$ cat src/hw/rtl/assert_macros.svh
// ----------------------------------------------------------------------------
// Assertion macros
// Shared concurrent assertion forms, clocked on clk and held off during reset.
// ----------------------------------------------------------------------------
`ifndef ASSERT_MACROS_SVH
`define ASSERT_MACROS_SVH

// Same-cycle implication: when ante holds, cons holds at the same edge.
`define ASSERT_SAME(lbl, ante, cons, msg) \
  lbl: assert property (@(posedge clk) disable iff (!rst_n) (ante) |-> (cons)) \
    else $error(msg);

// Next-cycle implication: when ante holds, cons holds at the following edge.
`define ASSERT_NEXT(lbl, ante, cons, msg) \
  lbl: assert property (@(posedge clk) disable iff (!rst_n) (ante) |=> (cons)) \
    else $error(msg);

`endif

$ cat src/hw/rtl/rftt_pkg.sv
// ----------------------------------------------------------------------------
// rftt_pkg
// Types and constants shared by the range frame translation table.
// ----------------------------------------------------------------------------
package rftt_pkg;

  // Number of stored range mappings.
  localparam int ENTRIES = 16;
  // Bits needed to index one entry.
  localparam int IDX_W = (ENTRIES > 1) ? $clog2(ENTRIES) : 1;
  // Bits of a counter that can also hold ENTRIES itself.
  localparam int CNT_W = $clog2(ENTRIES + 1);

  localparam int FRAME_W = 32;
  localparam int LEN_W   = 21;

  localparam logic [FRAME_W-1:0] INVALID_FRAME = '1;

  typedef enum logic [1:0] {
    ACT_SET      = 2'd0,
    ACT_G2M      = 2'd1,
    ACT_M2G      = 2'd2,
    ACT_M2LOCAL  = 2'd3
  } action_e;

  typedef enum logic [1:0] {
    ST_OK       = 2'd0,
    ST_FULL     = 2'd1,
    ST_DUP      = 2'd2,
    ST_CONFLICT = 2'd3
  } status_e;

  typedef enum logic [1:0] {
    S_IDLE,
    S_SCAN,
    S_DECIDE
  } state_t;

  // One input transfer.
  typedef struct packed {
    logic [1:0]         action;
    logic [FRAME_W-1:0] guest_frame;
    logic [FRAME_W-1:0] machine_frame;
    logic [LEN_W-1:0]   page_count;
  } in_item_t;

  // One result transfer.
  typedef struct packed {
    logic [FRAME_W-1:0] frame_out;
    logic [1:0]         status;
  } out_item_t;

  // One stored range mapping as held in the entry memory.
  typedef struct packed {
    logic [FRAME_W-1:0] guest_start;
    logic [FRAME_W-1:0] machine_start;
    logic [LEN_W-1:0]   range_length;
  } entry_t;

  localparam int ENTRY_W = $bits(entry_t);

endpackage

$ cat src/hw/rtl/rftt_ram.sv
// ----------------------------------------------------------------------------
// rftt_ram
// Simple dual-port synchronous RAM: one write port and one read port with a
// registered read.
// ----------------------------------------------------------------------------
module rftt_ram #(
  parameter int DEPTH  = 16,
  parameter int WIDTH  = 8,
  parameter int ADDR_W = (DEPTH > 1) ? $clog2(DEPTH) : 1
) (
  input  logic              clk,
  input  logic              wr_en,
  input  logic [ADDR_W-1:0] wr_addr,
  input  logic [WIDTH-1:0]  wr_data,
  input  logic              rd_en,
  input  logic [ADDR_W-1:0] rd_addr,
  output logic [WIDTH-1:0]  rd_data
);

  logic [WIDTH-1:0] mem [DEPTH];

  // Write port.
  always_ff @(posedge clk) begin
    if (wr_en) begin
      mem[wr_addr] <= wr_data;
    end
  end

  // Registered read port.
  always_ff @(posedge clk) begin
    if (rd_en) begin
      rd_data <= mem[rd_addr];
    end
  end

endmodule

$ cat src/hw/rtl/range_frame_translation_table_unit.sv
// ----------------------------------------------------------------------------
// range_frame_translation_table_unit
// Table of range mappings between guest and machine frames, with set,
// remove and three translation lookups.
// ----------------------------------------------------------------------------
// A transfer is accepted only in the idle state, so a new transfer waits
// until the previous result has been loaded into the output register. The
// entry memory is read one entry per cycle while every stored range is
// compared against the frame. A decide state follows; once the output
// register is free, it decides, writes the entry memory back and loads
// the output register. Valid bits live in flip-flops and are cleared by
// reset, so no clearing pass is needed. The output register holds a
// finished result while the next item is scanned.
module range_frame_translation_table_unit
  import rftt_pkg::*;
(
  input  logic      clk,
  input  logic      rst_n,
  input  logic      cfg_wr_en,
  input  logic      cfg_wr_data,
  input  logic      in_valid,
  output logic      in_ready,
  input  in_item_t  in_data,
  output logic      out_valid,
  input  logic      out_ready,
  output out_item_t out_data
);

  `include "assert_macros.svh"

  state_t             state_r, state_nxt;
  logic               init_dom_r;
  in_item_t           req_r;
  logic [ENTRIES-1:0] valid_r;

  logic [CNT_W-1:0]   issue_r;
  logic               cmp_vld_r;
  logic [IDX_W-1:0]   cmp_idx_r;

  logic               hit_found_r;
  logic [IDX_W-1:0]   hit_idx_r;
  logic [FRAME_W-1:0] hit_gs_r;
  logic [FRAME_W-1:0] hit_ms_r;
  logic               free_found_r;
  logic [IDX_W-1:0]   free_idx_r;
  logic               dup_r;

  logic               out_valid_r;
  out_item_t          out_data_r;

  logic               rd_en;
  entry_t             rd_entry;
  logic               wr_en;
  entry_t             wr_entry;
  logic               clr_en;
  logic               decide_go;
  logic               scan_last;
  logic               in_xfer;
  out_item_t          resp;

  logic [FRAME_W-1:0] key_frame;
  logic [FRAME_W-1:0] key_start;
  logic [FRAME_W:0]   key_end;
  logic               cur_valid;
  logic               cur_match;
  logic               cur_dup;
  logic               guest_side;

  assign in_xfer = in_valid && in_ready;

  // Entry memory: start frames and length of each range.
  rftt_ram #(
    .DEPTH (ENTRIES),
    .WIDTH (ENTRY_W)
  ) u_entry_ram (
    .clk     (clk),
    .wr_en   (wr_en),
    .wr_addr (free_idx_r),
    .wr_data (wr_entry),
    .rd_en   (rd_en),
    .rd_addr (issue_r[IDX_W-1:0]),
    .rd_data (rd_entry)
  );

  // Set and guest-to-machine match on the guest side, the others on the
  // machine side.
  assign guest_side = (req_r.action == ACT_SET) || (req_r.action == ACT_G2M);

  // Range compare for the entry whose read data has just arrived.
  always_comb begin
    key_frame = guest_side ? req_r.guest_frame : req_r.machine_frame;
    key_start = guest_side ? rd_entry.guest_start : rd_entry.machine_start;
    key_end   = {1'b0, key_start} + {{(FRAME_W + 1 - LEN_W){1'b0}}, rd_entry.range_length};
    cur_valid = valid_r[cmp_idx_r];
    cur_match = cur_valid && (key_frame >= key_start) && ({1'b0, key_frame} < key_end);
    cur_dup   = cur_valid && ((rd_entry.guest_start == req_r.guest_frame) ||
                              (rd_entry.machine_start == req_r.machine_frame));
  end

  assign scan_last = cmp_vld_r && (cmp_idx_r == IDX_W'(ENTRIES - 1));

  // Next state.
  always_comb begin
    state_nxt = state_r;
    unique case (state_r)
      S_IDLE:   if (in_xfer) state_nxt = S_SCAN;
      S_SCAN:   if (scan_last) state_nxt = S_DECIDE;
      S_DECIDE: if (decide_go) state_nxt = S_IDLE;
      default:  state_nxt = S_IDLE;
    endcase
  end

  // FSM outputs.
  always_comb begin
    in_ready  = 1'b0;
    rd_en     = 1'b0;
    decide_go = 1'b0;
    unique case (state_r)
      S_IDLE:   in_ready  = 1'b1;
      S_SCAN:   rd_en     = (issue_r < CNT_W'(ENTRIES));
      S_DECIDE: decide_go = !out_valid_r || out_ready;
      default:  in_ready  = 1'b0;
    endcase
  end

  // Decision: result, insert and remove.
  always_comb begin
    resp.frame_out = '0;
    resp.status    = ST_OK;
    wr_en          = 1'b0;
    clr_en         = 1'b0;
    wr_entry.guest_start   = req_r.guest_frame;
    wr_entry.machine_start = req_r.machine_frame;
    wr_entry.range_length  = req_r.page_count;
    unique case (action_e'(req_r.action))
      ACT_SET: begin
        priority if (hit_found_r) begin
          if ((req_r.machine_frame != INVALID_FRAME) &&
              (req_r.machine_frame != req_r.guest_frame)) begin
            resp.status = ST_CONFLICT;
          end else begin
            clr_en = decide_go;
          end
        end else if (req_r.machine_frame == INVALID_FRAME) begin
          resp.status = ST_OK;
        end else if (!free_found_r) begin
          resp.status = ST_FULL;
        end else if (dup_r) begin
          resp.status = ST_DUP;
        end else begin
          wr_en = decide_go;
        end
      end
      ACT_G2M: begin
        if (hit_found_r) begin
          resp.frame_out = hit_ms_r + (req_r.guest_frame - hit_gs_r);
        end else begin
          resp.frame_out = init_dom_r ? req_r.guest_frame : INVALID_FRAME;
        end
      end
      ACT_M2G: begin
        if (hit_found_r) begin
          resp.frame_out = hit_gs_r + (req_r.machine_frame - hit_ms_r);
        end else begin
          resp.frame_out = init_dom_r ? req_r.machine_frame : INVALID_FRAME;
        end
      end
      ACT_M2LOCAL: begin
        resp.frame_out = (!init_dom_r || hit_found_r) ? INVALID_FRAME : req_r.machine_frame;
      end
      default: resp.frame_out = '0;
    endcase
  end

  // Control state, scan bookkeeping and valid bits.
  always_ff @(posedge clk) begin
    if (!rst_n) begin
      state_r     <= S_IDLE;
      init_dom_r  <= 1'b0;
      valid_r     <= '0;
      issue_r     <= '0;
      cmp_vld_r   <= 1'b0;
      out_valid_r <= 1'b0;
    end else begin
      state_r <= state_nxt;
      if (cfg_wr_en) begin
        init_dom_r <= cfg_wr_data;
      end
      if (in_xfer) begin
        issue_r   <= '0;
        cmp_vld_r <= 1'b0;
      end else if (state_r == S_SCAN) begin
        cmp_vld_r <= rd_en;
        if (rd_en) begin
          issue_r <= issue_r + CNT_W'(1);
        end
      end else begin
        cmp_vld_r <= 1'b0;
      end
      if (clr_en) begin
        valid_r[hit_idx_r] <= 1'b0;
      end
      if (wr_en) begin
        valid_r[free_idx_r] <= 1'b1;
      end
      if (decide_go) begin
        out_valid_r <= 1'b1;
      end else if (out_ready) begin
        out_valid_r <= 1'b0;
      end
    end
  end

  // Request capture and per-scan trackers; the lowest matching entry wins.
  always_ff @(posedge clk) begin
    if (in_xfer) begin
      req_r        <= in_data;
      hit_found_r  <= 1'b0;
      free_found_r <= 1'b0;
      dup_r        <= 1'b0;
    end else if (cmp_vld_r) begin
      if (cur_match && !hit_found_r) begin
        hit_found_r <= 1'b1;
        hit_idx_r   <= cmp_idx_r;
        hit_gs_r    <= rd_entry.guest_start;
        hit_ms_r    <= rd_entry.machine_start;
      end
      if (!cur_valid && !free_found_r) begin
        free_found_r <= 1'b1;
        free_idx_r   <= cmp_idx_r;
      end
      if (cur_dup) begin
        dup_r <= 1'b1;
      end
    end
    if (rd_en) begin
      cmp_idx_r <= issue_r[IDX_W-1:0];
    end
    if (decide_go) begin
      out_data_r <= resp;
    end
  end

  assign out_valid = out_valid_r;
  assign out_data  = out_data_r;

  // Checks on the sequencer and the entry bookkeeping.
  `ASSERT_NEXT(a_accept_starts_scan, in_xfer, state_r == S_SCAN, "accept did not start a scan")
  `ASSERT_SAME(a_decide_after_scan, state_r == S_DECIDE, (issue_r == CNT_W'(ENTRIES)) && !cmp_vld_r, "decide before all entries were compared")
  `ASSERT_SAME(a_insert_free_slot, wr_en, !valid_r[free_idx_r], "insert into an occupied entry")
  `ASSERT_SAME(a_remove_valid_slot, clr_en, valid_r[hit_idx_r], "remove of an empty entry")

endmodule

$ cat config.mk
export PLATFORM = sky130hd
export DESIGN_NAME = range_frame_translation_table_unit
export DESIGN_NICKNAME = d
export VERILOG_FILES = /design/src/hw/rtl/rftt_pkg.sv /design/src/hw/rtl/rftt_ram.sv /design/src/hw/rtl/range_frame_translation_table_unit.sv
export VERILOG_INCLUDE_DIRS = /design/src /design/src/hw/rtl
export SDC_FILE = /design/constraint.sdc
export NUM_CORES = 2
export LEC_CHECK = 0
export BUFFER_PORTS_ARGS = -buffer_cell sky130_fd_sc_hd__buf_2
export CAP_MARGIN = 20
export CORE_AREA = 2 2 382 384
export CTS_CLUSTER_DIAMETER = 30
export DETAILED_ROUTE_END_ITERATION = 16
export DIE_AREA = 0 0 384 386
export MAX_ROUTING_LAYER = met4
export PLACE_DENSITY_LB_ADDON = 0.25
export RECOVER_POWER = 25
export SETUP_SLACK_MARGIN = 0.2
export SYNTH_ARGS = -nofsm -noshare
export SYNTH_HDL_FRONTEND = slang
export SYNTH_SLANG_ARGS = --single-unit
$ cat constraint.sdc
create_clock -name clk -period 15 [get_ports clk]
set_input_delay 2.25 -clock clk [delete_from_list [all_inputs] [get_ports clk]]
set_output_delay 2.25 -clock clk [all_outputs]
set_load 0.02 [all_outputs]
## Word level (Yosys, flattened, before mapping)

Memory sizes are Yosys's and may differ from the RTL's. A register that Yosys moved wholly into a read port is not among the register bits.
Cells that the tools add are included.

| operators by class | value |
|---|---|
| reductions and logical operators | 31 |
| eq/ne operators | 14 |
| bitwise logic cells | 6 |
| mux-type cells | 41 |
| order comparisons | 8 |
| add/sub/neg operators | 6 |

Operator list:

| kind | number |
|---|---|
| 2-to-1 mux 32 bit | 7 |
| case mux 32 bit (3 select lines) | 1 |
| adder 32 bit | 2 |
| == test 32 bit | 2 |
| subtractor 32 bit | 2 |
| 2-to-1 mux 16 bit | 3 |
| adder 32 x 21 -> 33 bit | 1 |
| less-than comparator 32 x 33 -> 1 bit | 1 |
| == test 32 bit (second input constant) | 1 |
| >= comparator 32 bit | 1 |
| inequality test 32 bit | 1 |
| inequality test 32 bit (second input constant) | 1 |
| 2-to-1 mux 1 bit | 18 |
| bitwise AND 16 bit | 1 |
| 2-to-1 mux 2 bit | 8 |
| NOT 16 bit | 1 |
| bitwise OR 16 bit | 1 |
| less-than comparator 4 x 5 -> 1 bit (second input constant) | 3 |
| logical AND 1 bit | 10 |
| AND reduction 3 bit | 3 |
| demux 1 bit (select 4 bit) | 2 |
| >= comparator 4 x 1 -> 1 bit (second input constant) | 2 |
| AND reduction 2 bit | 4 |
| == test 2 bit (second input constant) | 3 |
| other kinds (14) | 27 |

| storage, ports and cells | value |
|---|---|
| memories | 1 |
| output and inout bits | 36 |
| bits in writable memories | 1360 |
| register bits | 226 |
| input port bits | 93 |

Memory list:

| memory | words | width | read ports | clocked after memory_dff | wr ports | line | source |
|---|---|---|---|---|---|---|---|
| u_entry_ram.mem | 16 | 85 | 1 | 1 | 1 | rftt_ram.sv:20 | `logic [WIDTH-1:0] mem [DEPTH];` |

## Longest topological paths before layout

| depth | value |
|---|---|
| depth after elaboration | 10 |
| depth in mapped cells | 25 |
| gate-level depth less buffers | 21 |

## By module

From an unflattened synthesis, not the netlist that was laid out.

| unflattened totals | value |
|---|---|
| cell total of the unflattened synthesis | 4016 |
| area, all modules | 71205.8 um^2 |

Modules (own cells, without submodules):

| module | area an instance (um^2) | cells each | times used |
|---|---|---|---|
| rftt_ram | 53382.4 | 2180 | 1 |
| range_frame_translation_table_unit | 17823.3 | 1836 | 1 |

## Worst setup path after synthesis

No wires, ideal clock.

| path | value |
|---|---|
| path kind | input-to-reg |
| start point | input port out_ready |
| end point | memory u_entry_ram.mem[3][0] (netlist bit) (enable) |
| data arrival time | 8924 ps |
| stages on the path | 5 |
| setup slack | 5442 ps |
| path through | nand2b_1 -> nand2b_1 -> nor4_1 -> nand4_1 -> nor3_1 |

| on the way | value |
|---|---|
| word-level cells in the longest chain between the ends | 9 |

RTL lines:

| what | line | source |
|---|---|---|
| start: declaration | range_frame_translation_table_unit.sv:25 | `input logic out_ready,` |
| logical OR 1 bit | range_frame_translation_table_unit.sv:121 | `S_DECIDE: decide_go = !out_valid_r \|\| out_ready;` |
| 2-to-1 mux 1 bit | range_frame_translation_table_unit.sv:118 | `unique case (state_r)` |
| 2-to-1 mux 1 bit | range_frame_translation_table_unit.sv:148 | `end else if (dup_r) begin` |
| 2-to-1 mux 1 bit | range_frame_translation_table_unit.sv:146 | `end else if (!free_found_r) begin` |
| 2-to-1 mux 1 bit | range_frame_translation_table_unit.sv:144 | `end else if (req_r.machine_frame == INVALID_FRAME) begin` |
| 2-to-1 mux 1 bit | range_frame_translation_table_unit.sv:137 | `priority if (hit_found_r) begin` |
| 2-to-1 mux 1 bit | range_frame_translation_table_unit.sv:135 | `unique case (action_e'(req_r.action))` |
| 2-to-1 mux 1 bit | rftt_ram.sv:24 | `if (wr_en) begin` |
| 2-to-1 mux 1 bit (implied by the code) | rftt_ram.sv:25 | `mem[wr_addr] <= wr_data;` |
| end: declaration | rftt_ram.sv:20 |  |

No other way between the ends.

## Worst setup path after layout

| path | value |
|---|---|
| start point | register req_r[86] (netlist bit) |
| end point | register hit_gs_r[2] (enable) |

| on the way | value |
|---|---|
| word-level cells in the longest chain between the ends | 8 |
| elaborated cells on any way between the ends | 12 |
| those cells by class | 1 x add/sub; 2 x order compare; 1 x eq/ne; 2 x mux; 6 x reduce/logical |

RTL lines:

| what | line | source |
|---|---|---|
| start: declaration | range_frame_translation_table_unit.sv:33 | `in_item_t req_r;` |
| start signal: assignment | range_frame_translation_table_unit.sv:217 | `req_r <= in_data;` |
| == test 2 x 1 -> 1 bit or logical NOT 2 bit (tied branches) | range_frame_translation_table_unit.sv:87 | `assign guest_side = (req_r.action == ACT_SET) \|\| (req_r.action == ACT_G2M);` |
| logical OR 1 bit (*) | range_frame_translation_table_unit.sv:87 |  |
| 2-to-1 mux 32 bit (on tied branches) | range_frame_translation_table_unit.sv:92, range_frame_translation_table_unit.sv:91 |  |
| adder 32 x 21 -> 33 bit or >= comparator 32 bit (tied branches) | range_frame_translation_table_unit.sv:93, range_frame_translation_table_unit.sv:95 |  |
| less-than comparator 32 x 33 -> 1 bit or logical AND 1 bit (tied branches) | range_frame_translation_table_unit.sv:95 | `cur_match = cur_valid && (key_frame >= key_start) && ({1'b0, key_frame} < key_end);` |
| logical AND 1 bit (*) | range_frame_translation_table_unit.sv:95 |  |
| logical AND 1 bit (*) | range_frame_translation_table_unit.sv:222 | `if (cur_match && !hit_found_r) begin` |
| AND reduction 3 bit (no source line) (*) | -- |  |
| end signal: assignment | range_frame_translation_table_unit.sv:225 | `hit_gs_r <= rd_entry.guest_start;` |
| end: declaration | range_frame_translation_table_unit.sv:42 | `logic [FRAME_W-1:0] hit_gs_r;` |

Every way passes the cells marked *; elsewhere a longest branch is shown, timed or not.
A chain may end at the register's enable or synchronous reset.

==> summary.txt <==
Placement
  • DPL Wire Length: about 110,000 µm
  • Pre-CTS setup slack: between 8000 and 9000 ps
  • Placed cells: roughly 6,000
  • Port buffer count: about 130
  • Cell Area, Placed: roughly 0.075 mm²
  • GP Congestion: 0.9625

Clock tree
  • Clock Sink Count: ~1,700
  • Clock buffer depth: 4
  • # resized after CTS: 0
  • Clock-pin slew on the worst setup and hold paths: roughly 50 ps
  • Worst-skew pair later-pin latency: between 900 and 1000 ps
  • Setup repair bufs after CTS: 0
  • H-tree depth: 5
  • CTS buffer count: between 300 and 400
  • Hold Buf Count CTS: 0
  • CTS tree: done
  • Clock root cell: clkbuf_16

Floorplanning
  • Die height: about 390 µm
  • Starting Density: 49.64%
  • Die ar.: ~0.15 mm²
  • Core area: around 0.14 mm²
  • Die width: approximately 380 µm
  • FP Rows: 140
  • I/O Pins: 129

STA
  • Worst Skew: 82.20 ps
  • Hold Violations, Final: 0
  • Hold Worst Slack: 490.4 ps
  • Final worst path period need: a little under 7000 ps
  • Final setup fails: 0
  • Fmax: roughly 150 MHz
  • Fin crit share: ~46%
  • Worst setup slack after layout: a little over 8000 ps
  • Slew HR: -3.595%
  • Setup_tns: 0 ps
  • RSZ-0062 raised after global routing: false
  • Fin. max-slew vios: between 40 and 50
  • Worst slew pin tran: around 1600 ps

Yosys
  • Async SR Flop Fraction: 0%
  • Mapped cell area: 0.07174 mm²
  • Post-Synthesis Cells: a little under 4,000
  • Predominant post-synthesis flop cell: edfxtp_1
  • Number of synthesized flops with an enable pin: 1,642
  • Sequential element share of the synthesized area: between 60% and 70%
  • Syn nets: 4,184
  • Yosys warns: 0
  • Cell variety after synth: between 70 and 80
  • Synthesis-stage register bit count: 1,671
  • Mean Syn Cell Area: 18.49 µm²

Finish
  • Layout Cells excl Fill: approximately 6,500
  • Share of cells above drive strength 1: between 20 and 30%
  • Synth-to-Final Area Change: 20.45%
  • Nets: roughly 4,600
  • Layout Utilization: around three fifths
  • Commonest non-fill, non-tap cell in the layout: edfxtp_1
  • Most frequent cells in the layout: 1,642 x edfxtp_1, 430 x mux4_2, 353 x clkbuf_16
  • Post-route cell area: just under 0.09 mm²

Outcome
  • Status: complete, but fails checks
  • Failing checks: capacitance limit, slew limit

Critical path
  • Reg-to-reg slack, setup: slightly above 8000 ps
  • Slowest-stage cell, CP: and2_4
  • Critical Path End: hit_gs_r[2]$_DFFE_PP_
  • R2R depth: 20
  • Crit. Startpoint: req_r[86]$_DFFE_PP_
  • Critical path peak fanout: 81
  • Buf+Inv Stages, Crit Path: 2
  • Crit start category: flip-flop
  • CP Capture Type: flip-flop
  • Crit-path cells: buf_4, mux2_2, ha_1, inv_1, fa_1, nor2b_1, o21a_1, o21ai_0, a21boi_0, o41ai_1, a211oi_1, a31oi_1, xor2_1, ha_1, and3_1, o2111ai_1, o221ai_1, a211o_1, o21ai_0, and2_4
  • Critical path class: reg -> reg
  • Worst r2r dst: hit_gs_r[2]$_DFFE_PP_
  • Largest stage delay on the critical path: 920 ps
  • R2r startpoint: req_r[86]$_DFFE_PP_
  • Critical path arrival: roughly 7300 ps
  • Delay-heaviest family, CP: compound AO/OA/AOI/OAI gates
  • WP depth: 20
  • CP required: 15,490 ps

Global routing
  • First-pass GRT wire length: between 200,000 and 300,000 µm
  • Gr usage total: 26.45%
  • Antenna violations before repair: 3
  • GR Overflow Total: 0
  • Number of global-route vias before repair: a little under 40,000
  • Largest net degree at the start of global routing: approximately 140

Flow run
  • Maxcap violations: 2

Drt
  • Number of remaining DRC errors: 0
  • Via count: about 39,000
  • Total Routed Length: around 190,000 µm
  • Wire length per cell after detailed routing: ~29 µm
  • DR WL met3: 14,720 µm
  • Post-DRT Antenna Nets: 0
  • Top Layer Used: met4
  • Vias/cell: between 6 and 7
  • Iter 0 DRT Violations: between 4,000 and 5,000
  • Wl on met1: between 70,000 and 80,000 µm
  • Number of detailed-route iterations in the first pass: 8
  • DR WL met2: about 89,000 µm

Worst hold path
  • HP Class: reg -> reg

Pwr
  • Leak Pwr: 29.50 nW
  • PwrDens: roughly 150 mW/mm²
  • Tot Pwr: 13.33 mW
  • Worst vdd ir: between 0.0001 and 0.00015 V
## flip-flops by register name, summed over array words and instances, names as in the netlist
register,count
dup_r,1
u_entry_ram.mem,1360
state_r,2
issue_r,5
hit_found_r,1
out_valid,1
free_idx_r,4
free_found_r,1
out_data,34
init_dom_r,1
req_r,87
valid_r,16
cmp_vld_r,1
cmp_idx_r,4
hit_idx_r,4
hit_gs_r,32
hit_ms_r,32
u_entry_ram.rd_data,85
## cells by family (layout without fill, tap and decap cells)
| group | count (synthesis) | count (layout) | share of synthesized area [%] |
|---|---|---|---|
| simple gates | 399 | 399 | 2.771 |
| mux | 479 | 479 | 14.22 |
| xor+xnor | 172 | 172 | 2.163 |
| other cells | 0 | 1 | 0 |
| compound gates | 474 | 474 | 4.341 |
| fa+ha+maj | 212 | 212 | 4.357 |
| buf+inv | 472 | 1162 | 2.604 |
| flops | 1671 | 1671 | 69.54 |
## report_power, final
| part | switching (mW) | internal [mW] | leakage (nW) | total, mW |
|---|---|---|---|---|
| clock | 2.47 | 4.98 | 5.53 | 7.45 |
| combinational | 0.388 | 0.259 | 8.88 | 0.647 |
| sequential | 0.0503 | 5.18 | 15.1 | 5.23 |
## cell usage after synthesis (6+ instances only)
cell type,n,area (µm²)
a2111oi_0,6,52.55
a211oi_1,15,112.6
a21boi_0,7,52.55
a21o_1,48,360.4
a21oi_1,105,525.5
a31oi_1,12,75.07
and2_1,8,50.05
and3_1,10,62.56
buf_1,34,127.6
buf_6,11,123.9
clkbuf_1,117,439.2
clkbuf_2,6,30.03
dfxtp_1,29,580.6
edfxtp_1,1642,49310
fa_1,63,1261
ha_1,149,1864
inv_1,299,1122
mux2_2,21,236.5
mux2i_1,28,280.3
mux4_2,430,9684
nand2_1,117,439.2
nand2b_1,24,150.1
nand3_1,26,130.1
nand4_1,39,244.0
nor2_1,75,281.5
nor2b_1,12,75.07
nor3_1,28,140.1
nor4_1,25,156.4
o211ai_1,17,127.6
o21a_1,37,277.8
o21ai_0,122,610.6
o21bai_1,6,45.04
o221ai_1,38,332.8
o22ai_1,10,62.56
o31ai_1,6,45.04
or3_1,13,81.33
xnor2_1,66,578.1
xnor2_2,6,97.59
xor2_1,100,875.8
## routing by layer
| layer | vias to the layer above | track usage, % |
|---|---|---|
| met4 | 0 | 7.335 |
| met3 | 323 | 5.120 |
| met2 | 1801 | 40.14 |
| met1 | 20343 | 36.90 |
| met5 | - | - |
| li1 | 16525 | - |
## worst min-delay path by stage
| stage | slack, ps | from | cells past startpoint | endpoint |
|---|---|---|---|---|
| after floorplan | 410 | issue_r[2]$_SDFFE_PP0P_ | 0 | cmp_idx_r[2]$_DFFE_PP_ |
| after global placement | 480 | dup_r$_SDFFE_PP0P_ | 2 | dup_r$_SDFFE_PP0P_ |
| after detailed placement | 480 | dup_r$_SDFFE_PP0P_ | 2 | dup_r$_SDFFE_PP0P_ |
| after CTS | 490 | dup_r$_SDFFE_PP0P_ | 2 | dup_r$_SDFFE_PP0P_ |
| after global routing | 500 | dup_r$_SDFFE_PP0P_ | 2 | dup_r$_SDFFE_PP0P_ |
| final | 490 | valid_r[4]$_SDFF_PN0_ | 2 | valid_r[4]$_SDFF_PN0_ |
## final cells by class
class	instances	area (µm²)
diodes	1	2.502
clock inverters	230	2517
inverters	299	1135
clock buffers	385	8964
flip-flops and latches	1671	49890
multi-input cells	1736	20090
fillers	10495	58110
repair buffers	248	1404
well taps	1917	2399
## worst min-delay path: stages, from the launching register on
cell      delay, ps
dfxtp_1         300
o21ai_0          60
a21boi_0         70
(Power assumes the default switching activity.)
